<file path="src/sskn_ram.sv">
// ----------------------------------------------------------------------------
// sskn_ram
// Generic single-write, single-read memory with registered read data.
// ----------------------------------------------------------------------------
module sskn_ram #(
    parameter int WIDTH = 32,
    parameter int DEPTH = 64
) (
    input  logic                     i_clk,
    input  logic                     i_we,
    input  logic [$clog2(DEPTH)-1:0] i_waddr,
    input  logic [WIDTH-1:0]         i_wdata,
    input  logic [$clog2(DEPTH)-1:0] i_raddr,
    output logic [WIDTH-1:0]         o_rdata
);

    logic [WIDTH-1:0] r_mem [DEPTH];
    logic [WIDTH-1:0] r_rdata;

    always_ff @(posedge i_clk) begin
        if (i_we) begin
            r_mem[i_waddr] <= i_wdata;
        end
        r_rdata <= r_mem[i_raddr];
    end

    assign o_rdata = r_rdata;

endmodule

</file>
<file path="config.mk">
export PLATFORM = sky130hd
export DESIGN_NAME = sskn_ram
export DESIGN_NICKNAME = d
export VERILOG_FILES = /design/src/sskn_ram.sv
export SDC_FILE = /design/constraint.sdc
export NUM_CORES = 2
export LEC_CHECK = 0
export ABC_AREA = 0
export BUFFER_PORTS_ARGS = -buffer_cell sky130_fd_sc_hd__buf_2
export CORE_ASPECT_RATIO = 0.8
export CORE_MARGIN = 2
export CORE_UTILIZATION = 60
export CTS_CLUSTER_SIZE = 10
export DETAILED_ROUTE_END_ITERATION = 6
export GPL_ROUTABILITY_DRIVEN = 0
export PLACE_DENSITY = 0.77
export SYNTH_ARGS = -nofsm -noshare
export SYNTH_HDL_FRONTEND = slang
export SYNTH_SLANG_ARGS = --single-unit
</file>
<file path="constraint.sdc">
create_clock -name i_clk -period 5.1 [get_ports i_clk]
set_input_delay 0.765 -clock i_clk [delete_from_list [all_inputs] [get_ports i_clk]]
set_output_delay 0.765 -clock i_clk [all_outputs]
set_load 0.03 [all_outputs]
</file>
==> results by group <==
Run status
  – Status: completed

Timing
  – Final setup TNS: 0 ps
  – Final Cycle Share: between 60% and 70%
  – Final setup vio count: 0
  – Slew headroom: around 4.7%
  – Worst-Margin Slew: ~1400 ps
  – Fmax: 0.293 GHz
  – Setup ws final: 1680 ps
  – Slew Limit Fails: 0
  – Unrepaired setup endpoints after global routing: no
  – Layout Skew: 24.8 ps
  – Final hold violation count: 0
  – Min cycle time layout: roughly 3400 ps

Synth
  – Syn_area_per_cell: around 24 sq um
  – Synth warnings: 0
  – Post-synth top flop: edfxtp_1
  – Cell count after synthesis: around 3300
  – Part of the Yosys area used for sequential elements: between 70 and 80%
  – EDFF count, synth: 2048
  – Distinct cells, synth: 34
  – Synth top area share: roughly four fifths
  – Synth Net Count: 3370
  – Cell Area, Synth: roughly 0.079 sq mm
  – Area contributors post-synth: edfxtp_1 78%, mux4_2 16%, mux2i_1 1.2%
  – Area leader, netlist: edfxtp_1
  – Asr flop ratio synth: 0%
  – Synth Register Bits: roughly 2100

Cells and area
  – Reg area: between 0.06 and 0.07 sq mm
  – Finished layout cell area: a little under 0.09 sq mm
  – Synthesis-to-finish area growth: 12.7%
  – Fillers: between 7000 and 8000
  – Multi-input logic area: roughly 0.016 sq mm
  – Nets: 3649
  – Fraction of final layout cells sized beyond drive strength 1: 28.7%

Clock network
  – CTS clk-pin slew, worst paths: ~50 ps
  – Worst skew pair latency: between 800 and 900 ps
  – Post-CTS sizing: 0
  – Clock sink count: approximately 2100
  – Hold-fix buffers, CTS: 0
  – Root buffer cell: clkbuf_16
  – TritonCTS Buffers: 226
  – CTS tree: yes
  – CTS H-tree depth: 4
  – Post-CTS setup buffer count: 0
  – Clk buf depth: 3

Run
  – Max-Cap Viols: 0

Min path
  – HP Start: i_raddr[4]
  – Hold EP: o_rdata[14]
  – Worst hold-check path type: in2reg
  – Hold path cells: 3

Floorplan
  – Row count: 118
  – Die Ht: between 300 and 400 um
  – Full die area: roughly 0.13 sq mm
  – Die Wd: ~410 um
  – Core area: approximately 0.13 sq mm
  – Top Ports: 78
  – Initial Util: 60.6%

Worst setup path
  – Worst path slowest cell: nor2_1
  – Buf/Inv on CP: 2
  – Worst R2R Setup Slack: 2650 ps
  – CP delay by family, top: simple AND/OR/NAND/NOR gates
  – Crit. End Element: flop
  – Most frequent cell on the critical path: nor2_1
  – Crit path cell chain: buf_8, buf_4, nand2b_1, o22ai_1, nor2_1, a21oi_1, nor2_1
  – Reg-to-Reg End: o_rdata[12]
  – CP required: a little under 6000 ps
  – R2r worst-path depth: 4
  – Critical path fanouts, max: 81
  – Critical path's largest stage delay: roughly 750 ps
  – FF-to-FF Start: r_mem[46][12]
  – CP startpoint kind: input pin
  – Arrival time worst endpoint: 4150 ps
  – Crit path kind: in2reg

Placed design
  – PortBufs: 77
  – DPL Wire Length: approximately 120000 um
  – Worst Setup Slack post-DPL: 883 ps
  – Placed cell areas: 0.0820 sq mm

Global route
  – Grt peak-use layer: met2
  – Met2 GRT Util: 47.8%
  – GR Layer Usage met1: 44.4%
  – Largest net degree at the start of global routing: 82
  – Initial antenna violation count: 21
  – GR Util All Layers: between 30% and 40%
  – Remaining Overflow, GRT: 0
  – First-pass GRT wire length: 295000 um
  – Vias in the first global route: slightly below 40000
  – Met3 Use GR: between 10% and 20%

Pwr
  – Tot Pwr: approximately 36 mW
  – Worst vdd ir: 0.000359 V
  – Pleak: ~28 nW
  – Cell Pwr Density: ~400 mW/mm^2

Route
  – 1st-pass router iterations: 6
  – Post-route ant nets: 0
  – Initial DRC count: between 6000 and 7000
  – DRC violations left: 0
  – Vias post-DR: slightly below 40000
  – DR WL/cell: ~38 um
  – Final WL: around 210000 um
  – Avg Vias per Cell: between 7 and 8
-- cell usage after synthesis (2+ instances only) --
library cell,number
edfxtp_1,2048
mux4_2,544
nor2_1,137
mux2i_1,93
o22ai_1,84
clkbuf_1,74
a21oi_1,62
buf_2,57
dfxtp_1,32
o221ai_1,27
nand2_1,26
buf_4,25
buf_1,21
nor2b_1,15
a22oi_1,12
a311oi_1,8
nand2b_1,8
nor3_1,7
buf_6,5
nand3_1,5
nand3b_1,5
a41o_1,4
and3_1,4
o32ai_1,4
or3_1,3
or3b_2,3
and2_1,2
nand4_1,2
or3b_1,2
-- area by class of cell --
cell class / instances / share of cell area [%]
Antenna cell: 3 / 0.00849
Clock buffer: 395 / 7.21
Clock inverter: 6 / 0.0721
Multi-Input combinational cell: 1062 / 18.1
Sequential cell: 2080 / 70.2
Tap cell: 1740 / 2.46
Timing Repair Buffer: 233 / 1.95
-- kinds of logic (layout without fill, tap and decap cells) --
kind of cell | Yosys count | count (layout) | synth area share, %
AO/OA/AOI/OAI | 202 | 202 | 1.67
buffers and inverters | 182 | 634 | 1.13
multiplexers | 637 | 637 | 16.8
AND/OR/NAND/NOR | 223 | 223 | 1.27
other | 0 | 3 | 0
flip-flops | 2080 | 2080 | 79.1
-- sequential cells by signal, indices dropped and copies added, names as in the netlist --
register  count
o_rdata      32
r_mem      2048
-- how the worst max path moves through the flow --
| stage | from | endpoint | slack [ps] | depth (start not counted) |
|---|---|---|---|---|
| detailed placement | i_raddr[0] | o_rdata[12] | 880 | 7 |
| global placement | i_raddr[0] | o_rdata[12] | 930 | 7 |
| CTS | i_raddr[0] | o_rdata[12] | 1740 | 7 |
| global route | i_raddr[0] | o_rdata[12] | 1660 | 7 |
| floorplan | i_waddr[3] | r_mem[48][0] | 1180 | 4 |
| finish | i_raddr[2] | o_rdata[0] | 1680 | 7 |
-- stage by stage --
stage	hold slack (ps)	util [%]	cells
2_1_floorplan	663	-	3324
3_3_place_gp	731	63.3	5115
3_5_place_dp	785	63.3	5115
4_1_cts	423	68.2	5516
5_1_grt	488	68.2	5516
6_report	480	68.2	5519
-- cells in the final DEF, fill, tap and decap left out, types with 27 or more instances in the layout --
| cell type | netlist | layout |
|---|---|---|
| edfxtp_1 | 2048 | 2048 |
| mux4_2 | 544 | 544 |
| clkbuf_16 | 0 | 229 |
| clkbuf_1 | 74 | 164 |
| buf_4 | 25 | 146 |
| mux2i_1 | 93 | 93 |
| o22ai_1 | 84 | 84 |
| nor2_1 | 137 | 74 |
| buf_2 | 57 | 73 |
| a21oi_1 | 62 | 62 |
| nor2_4 | 0 | 62 |
| dfxtp_1 | 32 | 32 |
| o221ai_1 | 27 | 27 |
-- per-layer routing --
layer / vias to the layer above / wire [um] / part of all wire [%]
met1: 20600 / 73100 / 35
met4: 24 / 8340 / 4.0
met3: 509 / 31100 / 15
met2: 3419 / 97100 / 46
li1: 14800 / - / -
met5: - / 150 / 0.072
-- report_power, final --
part           internal (mW)  switching [mW]  total, mW
clock                   8.33            6.26       14.6
combinational          0.638            1.25       1.89
sequential              18.9           0.108       19.1
-- tightest hold or removal path, cell delays in order --
cell	delay (ps)
buf_2	230
a21oi_1	190
nor2_1	50
No activity file was read; power rests on OpenSTA's default activity.
