File: src/sskn_pkg.sv
// ----------------------------------------------------------------------------
// sskn_pkg
// Shared types and constants of the sparse Sinkhorn normalizer.
// ----------------------------------------------------------------------------
package sskn_pkg;

    localparam int MAX_ELEMENTS = 64;
    localparam int ADDR_W       = $clog2(MAX_ELEMENTS);
    localparam int CNT_W        = ADDR_W + 1;
    localparam int W_W          = 32;
    localparam int SUM_W        = 38;
    localparam int DIVD_W       = W_W + 16;
    localparam int GRP_W        = 6;
    localparam int SCL_W        = 16;
    localparam int LIM_W        = 16;
    localparam int CHG_W        = 64;
    localparam int CFG_IDX_W    = 2;

    localparam logic [SUM_W-1:0] SUM_MAX = {SUM_W{1'b1}};
    localparam logic [W_W-1:0]   W_MAX   = {W_W{1'b1}};

    typedef enum logic [CFG_IDX_W-1:0] {
        CFG_TOLERANCE   = 2'd0,
        CFG_DUMMY_SIDE  = 2'd1,
        CFG_DUMMY_SCALE = 2'd2,
        CFG_ITER_LIMIT  = 2'd3
    } t_cfg_idx;

    localparam logic [1:0] SIDE_FIRST  = 2'd1;
    localparam logic [1:0] SIDE_SECOND = 2'd2;

    typedef enum logic [4:0] {
        S_IDLE,
        S_INIT_RD,
        S_INIT_WT,
        S_CHECK,
        S_COPY_RD,
        S_COPY_WR,
        S_SUM_RD,
        S_SUM_IX,
        S_SUM_ACC,
        S_BACK_CHK,
        S_BACK_UPD,
        S_DIV_RD,
        S_DIV_IX,
        S_DIV_GO,
        S_DIV_WT,
        S_DOM_END,
        S_SCL_RD,
        S_SCL_MUL,
        S_SCL_WR,
        S_CHG_RD,
        S_CHG_DIF,
        S_CHG_SQ,
        S_CHG_ACC,
        S_OUT_RD,
        S_OUT_EM
    } t_state;

endpackage

File: src/sskn_div.sv
// ----------------------------------------------------------------------------
// sskn_div
// Restoring divider, one quotient bit per cycle: (w << 16) / sum, saturated; zero when sum is zero.
// ----------------------------------------------------------------------------
module sskn_div (
    input  logic                        i_clk,
    input  logic                        i_rst_n,
    input  logic                        i_start,
    input  logic [sskn_pkg::W_W-1:0]    i_dividend,
    input  logic [sskn_pkg::SUM_W-1:0]  i_divisor,
    output logic                        o_done,
    output logic [sskn_pkg::W_W-1:0]    o_quotient
);

    localparam int STEP_W = $clog2(sskn_pkg::DIVD_W + 1);

    logic [STEP_W-1:0]               r_steps;
    logic                            r_run;
    logic                            r_done;
    logic [sskn_pkg::SUM_W-1:0]      r_rem;
    logic [sskn_pkg::DIVD_W-1:0]     r_quo;
    logic [sskn_pkg::SUM_W-1:0]      r_dvs;
    logic [sskn_pkg::SUM_W:0]        w_trial;
    logic [sskn_pkg::SUM_W:0]        w_diff;
    logic                            w_ge;

    assign w_trial = {r_rem, r_quo[sskn_pkg::DIVD_W-1]};
    assign w_diff  = w_trial - {1'b0, r_dvs};
    assign w_ge    = (w_trial >= {1'b0, r_dvs});

    always_ff @(posedge i_clk) begin
        if (!i_rst_n) begin
            r_run   <= 1'b0;
            r_done  <= 1'b0;
            r_steps <= '0;
        end else begin
            r_done <= 1'b0;
            if (i_start) begin
                r_run   <= 1'b1;
                r_steps <= STEP_W'(sskn_pkg::DIVD_W);
            end else if (r_run) begin
                r_steps <= r_steps - 1'b1;
                if (r_steps == STEP_W'(1)) begin
                    r_run  <= 1'b0;
                    r_done <= 1'b1;
                end
            end
        end
    end

    always_ff @(posedge i_clk) begin
        if (i_start) begin
            r_rem <= '0;
            r_quo <= {i_dividend, 16'h0000};
            r_dvs <= i_divisor;
        end else if (r_run) begin
            // shift in one dividend bit, subtract when it fits
            r_rem <= w_ge ? w_diff[sskn_pkg::SUM_W-1:0] : w_trial[sskn_pkg::SUM_W-1:0];
            r_quo <= {r_quo[sskn_pkg::DIVD_W-2:0], w_ge};
        end
    end

    assign o_done = r_done;
    always_comb begin
        if (r_dvs == '0) begin
            o_quotient = '0;
        end else if (|r_quo[sskn_pkg::DIVD_W-1:sskn_pkg::W_W]) begin
            o_quotient = sskn_pkg::W_MAX;
        end else begin
            o_quotient = r_quo[sskn_pkg::W_W-1:0];
        end
    end

endmodule
File: config.mk
export PLATFORM = sky130hd
export DESIGN_NAME = sskn_div
export DESIGN_NICKNAME = d
export VERILOG_FILES = /design/src/sskn_pkg.sv /design/src/sskn_div.sv
export SDC_FILE = /design/constraint.sdc
export NUM_CORES = 1
export LEC_CHECK = 0
export ABC_CLOCK_PERIOD_IN_PS = 4200
export BUFFER_PORTS_ARGS = -buffer_cell sky130_fd_sc_hd__buf_2
export CAP_MARGIN = 30
export CORE_ASPECT_RATIO = 1.4
export CORE_MARGIN = 5
export CORE_UTILIZATION = 40
export CTS_CLUSTER_DIAMETER = 30
export CTS_CLUSTER_SIZE = 30
export DETAILED_ROUTE_END_ITERATION = 8
export GPL_TIMING_DRIVEN = 1
export PLACE_DENSITY = 0.56
export REMOVE_ABC_BUFFERS = 1
export SLEW_MARGIN = 20
export SYNTH_ARGS = -nofsm -noshare
export SYNTH_HDL_FRONTEND = slang
export SYNTH_SLANG_ARGS = --single-unit
File: constraint.sdc
create_clock -name i_clk -period 4.2 [get_ports i_clk]
set_clock_uncertainty 0.1 [all_clocks]
set_input_delay 1.05 -clock i_clk [delete_from_list [all_inputs] [get_ports i_clk]]
set_output_delay 1.05 -clock i_clk [all_outputs]
set_load 0.02 [all_outputs]
==> flow_metrics.py <==
metrics = {
    "floorplan": {
        "rows": 60,
        "die_h_microns": 175,
        "coreArea_sq_mm": 0.0191,
        "initial_core_util_pct": 40.6,
        "ios": 106,
        "die-area_sq_mm": 0.0223,
        "fp.dieW_microns": 128,
    },
    "sta": {
        "finalHoldViolCount": 0,
        "slew_headroom_pct": 42.6,
        "fin_crit_sh_pct": 85.8,
        "fmax_mhz": 278,
        "tns_ps": 0,
        "slew_violations": 0,
        "worst_slew_pin_slew_ps": 861,
        "grt_setup_unrepaired": "no",
        "holdWs_ps": 372,
        "min_period_ps": 3600,
        "setup_viol": 0,
        "setup_ws_ps": 596,
    },
    "place": {
        "port_buffers": 105,
        "place.gp.congestion": 0.884,
        "dp.cells": 1136,
        "place_ws_ps": 809,
        "place_hpwl_mm": 14.5,
    },
    "synthesis": {
        "synth_area_sq_mm": 0.00777,
        "ys_warn_count": 0,
        "synth-seq-cells": 132,
        "synth_top_area_share_pct": 27.1,
        "ys_types": 69,
        "synth-main-ff-cell": "edfxtp_1",
        "synth_cells": 821,
        "ys_async_sr_fraction_pct": 0,
        "postSynthAreaPerCell_sq_um": 9.46,
        "synth_common_cells": "130 x nor2_1, 70 x edfxtp_1, 62 x dfxtp_1",
        "synth_area_leaders": "edfxtp_1 27%, dfxtp_1 16%, ha_1 6.4%, nor2_1 6.3%, mux2i_1 4.8%",
        "yosysSeqAreaShare_pct": 43.0,
        "yosysMostFrequentCell": "nor2_1",
        "synth_edf_count": 70,
        "yosys.area.top_type": "edfxtp_1",
    },
    "finish": {
        "final_nets": 1021,
        "area_delta_synth_final_pct": 16.3,
        "final_util_pct": 47.2,
        "num_antenna_cells": 0,
        "nFillCells": 1893,
        "final-instance-count-excl-fill": 1168,
        "drive_gt1_share_pct": 18.7,
    },
    "critical_path": {
        "slowest_delay_ps": 590,
        "rrSetupSlack_ps": 790,
        "cp-startpoint": "r_dvs[33]",
        "end_kind": "output port",
        "rr_worst_depth": 13,
        "slowest_stage": "nor4_1",
        "rr_endpoint": "r_rem[32]",
        "cp.arrival_ps": 2450,
        "cp_cell_sequence": "nor4_1 -> nand4_1 -> nor3_2 -> buf_4 -> nor2_1 -> buf_2",
        "path_max_fanout": 32,
        "crit_type": "reg2out",
        "critical_path.endpoint": "o_quotient[24]",
        "cp-start-kind": "flop",
        "timing.rr.start": "r_quo[47]",
        "worstPathRequired_ps": 3050,
    },
    "clocking": {
        "cts_inserted_buffers": 17,
        "cts_root_buffer": "clkbuf_16",
        "cts_resized": 0,
        "clock_sinks": 132,
        "tritoncts": "done",
        "post_cts.repair.setup_buffers": 0,
        "h-tree-depth": 4,
        "clk_pin_slew_ps": 60,
        "cts.path.max_buffers": 2,
        "hold_buffers": 0,
        "insertion_delay_ps": 430,
    },
    "run": {
        "cap_violations": 0,
    },
    "hold_path": {
        "min_path_cells": 2,
        "hold_class": "reg2reg",
    },
    "route": {
        "wl_per_cell_microns": 17.0,
        "vias": 6170,
        "drc": 0,
        "antenna_left": 0,
        "drt_iter0_drc": 345,
        "first_pass_iters": 4,
        "wl_mm": 19.8,
        "avgViaCountPerCell": 5.28,
    },
    "grt": {
        "grt_usage_pct": 18.1,
        "grt_pass1_vias": 6501,
        "grt_pass1_wl_mm": 32.8,
        "grt-ovfl-total": 0,
        "antenna_found_initial": 0,
        "grt_max_degree": 71,
    },
    "status": {
        "outcome": "completed",
    },
    "power": {
        "power_density_mw_per_mm2": 395,
        "p_leak_nw": 3.80,
        "max-vdd-ir-drop_v": 0.000254,
    },
}
## stage by stage
stage               cell area (sq um)  power [mW]
CTS                              9030        3.61
finish                           9030        3.57
floorplan                        7520        1.93
global placement                 8450        2.11
detailed placement               8450        2.11
global route                     9030        3.74
## worst min path at each step
| stage | start | to | slack [ps] |
|---|---|---|---|
| 2_1_floorplan | r_quo[0] | r_quo[0] | 340 |
| 3_3_place_gp | r_quo[0] | r_quo[0] | 360 |
| 3_5_place_dp | r_rem[37] | r_rem[37] | 360 |
| 4_1_cts | r_rem[37] | r_rem[37] | 370 |
| 5_1_grt | r_quo[0] | r_quo[0] | 410 |
| 6_report | r_rem[37] | r_rem[37] | 370 |
## kinds of logic (layout without fill, tap and decap cells)
group,count (synthesis),in the layout,share of synthesized area (%)
and+or+nand+nor,265,265,15.7
AOI/OAI and AO/OA,211,211,19.9
DFF,132,132,43.0
buffers and inverters,96,195,5.44
adders and majority gates,41,41,6.70
xor gates and xnor gates,38,38,4.28
muxes,38,38,4.91
## placed cells by master, fill, tap and decap left out, types with 7 or more instances in the layout
master     synthesis  final
xor2_1            12     12
nand3_1           13     13
clkbuf_16          0     19
buf_4              1     11
o21ai_1           10     10
and2_1             7      7
xnor2_1           26     26
nand4_1           10     10
a211oi_1          23     23
a21o_1            24     24
ha_1              40     40
and3_1             9      9
nor2_1           130    129
inv_1             48     48
buf_2              8    104
dfxtp_1           62     61
nor4_1            14     14
o21a_1            10     10
edfxtp_1          70     70
nor2b_1            7      7
a22o_1            31     31
o21ai_0           23     23
a21oi_1           38     38
mux2i_1           37     37
nand2_1           49     49
## area by class of cell
| cell class | count | area (sq um) | area share, % |
|---|---|---|---|
| repair buffers | 115 | 603 | 6.68 |
| clock buffers | 20 | 480 | 5.32 |
| inverters | 48 | 180 | 1.99 |
| multi-input cells | 593 | 4010 | 44.4 |
| flip-flops and latches | 132 | 3340 | 37.0 |
| well taps | 248 | 310 | 3.43 |
| clock inverters | 12 | 106 | 1.18 |
## layer usage
layer	up-vias	track usage, %	share of wire, %
met5	-	0	0
met4	0	5.88	1.9
met3	23	4.34	4.1
met2	111	32.2	51
met1	2894	21.3	43
li1	3142	-	-
## report_power, final
part           switching, mW  leakage [nW]  internal, mW  total, mW
clock                  0.634         0.297         0.851       1.48
combinational          0.330          2.29         0.244      0.574
sequential            0.0582          1.21          1.45       1.51
total                   1.02          3.80          2.55       3.57
## state kept, by name, indices dropped and copies added, names as in the netlist
signal and flops:
r_quo 48, r_rem 38, r_steps 6, r_dvs 38, o_done 1, r_run 1
## worst max-delay path: cells and delay by family (launching register included)
family,cells,cell delay (ps)
flip-flops,1,380
buffers and inverters,2,500
AND/OR/NAND/NOR,4,1140
No activity file was read; power rests on OpenSTA's default activity.
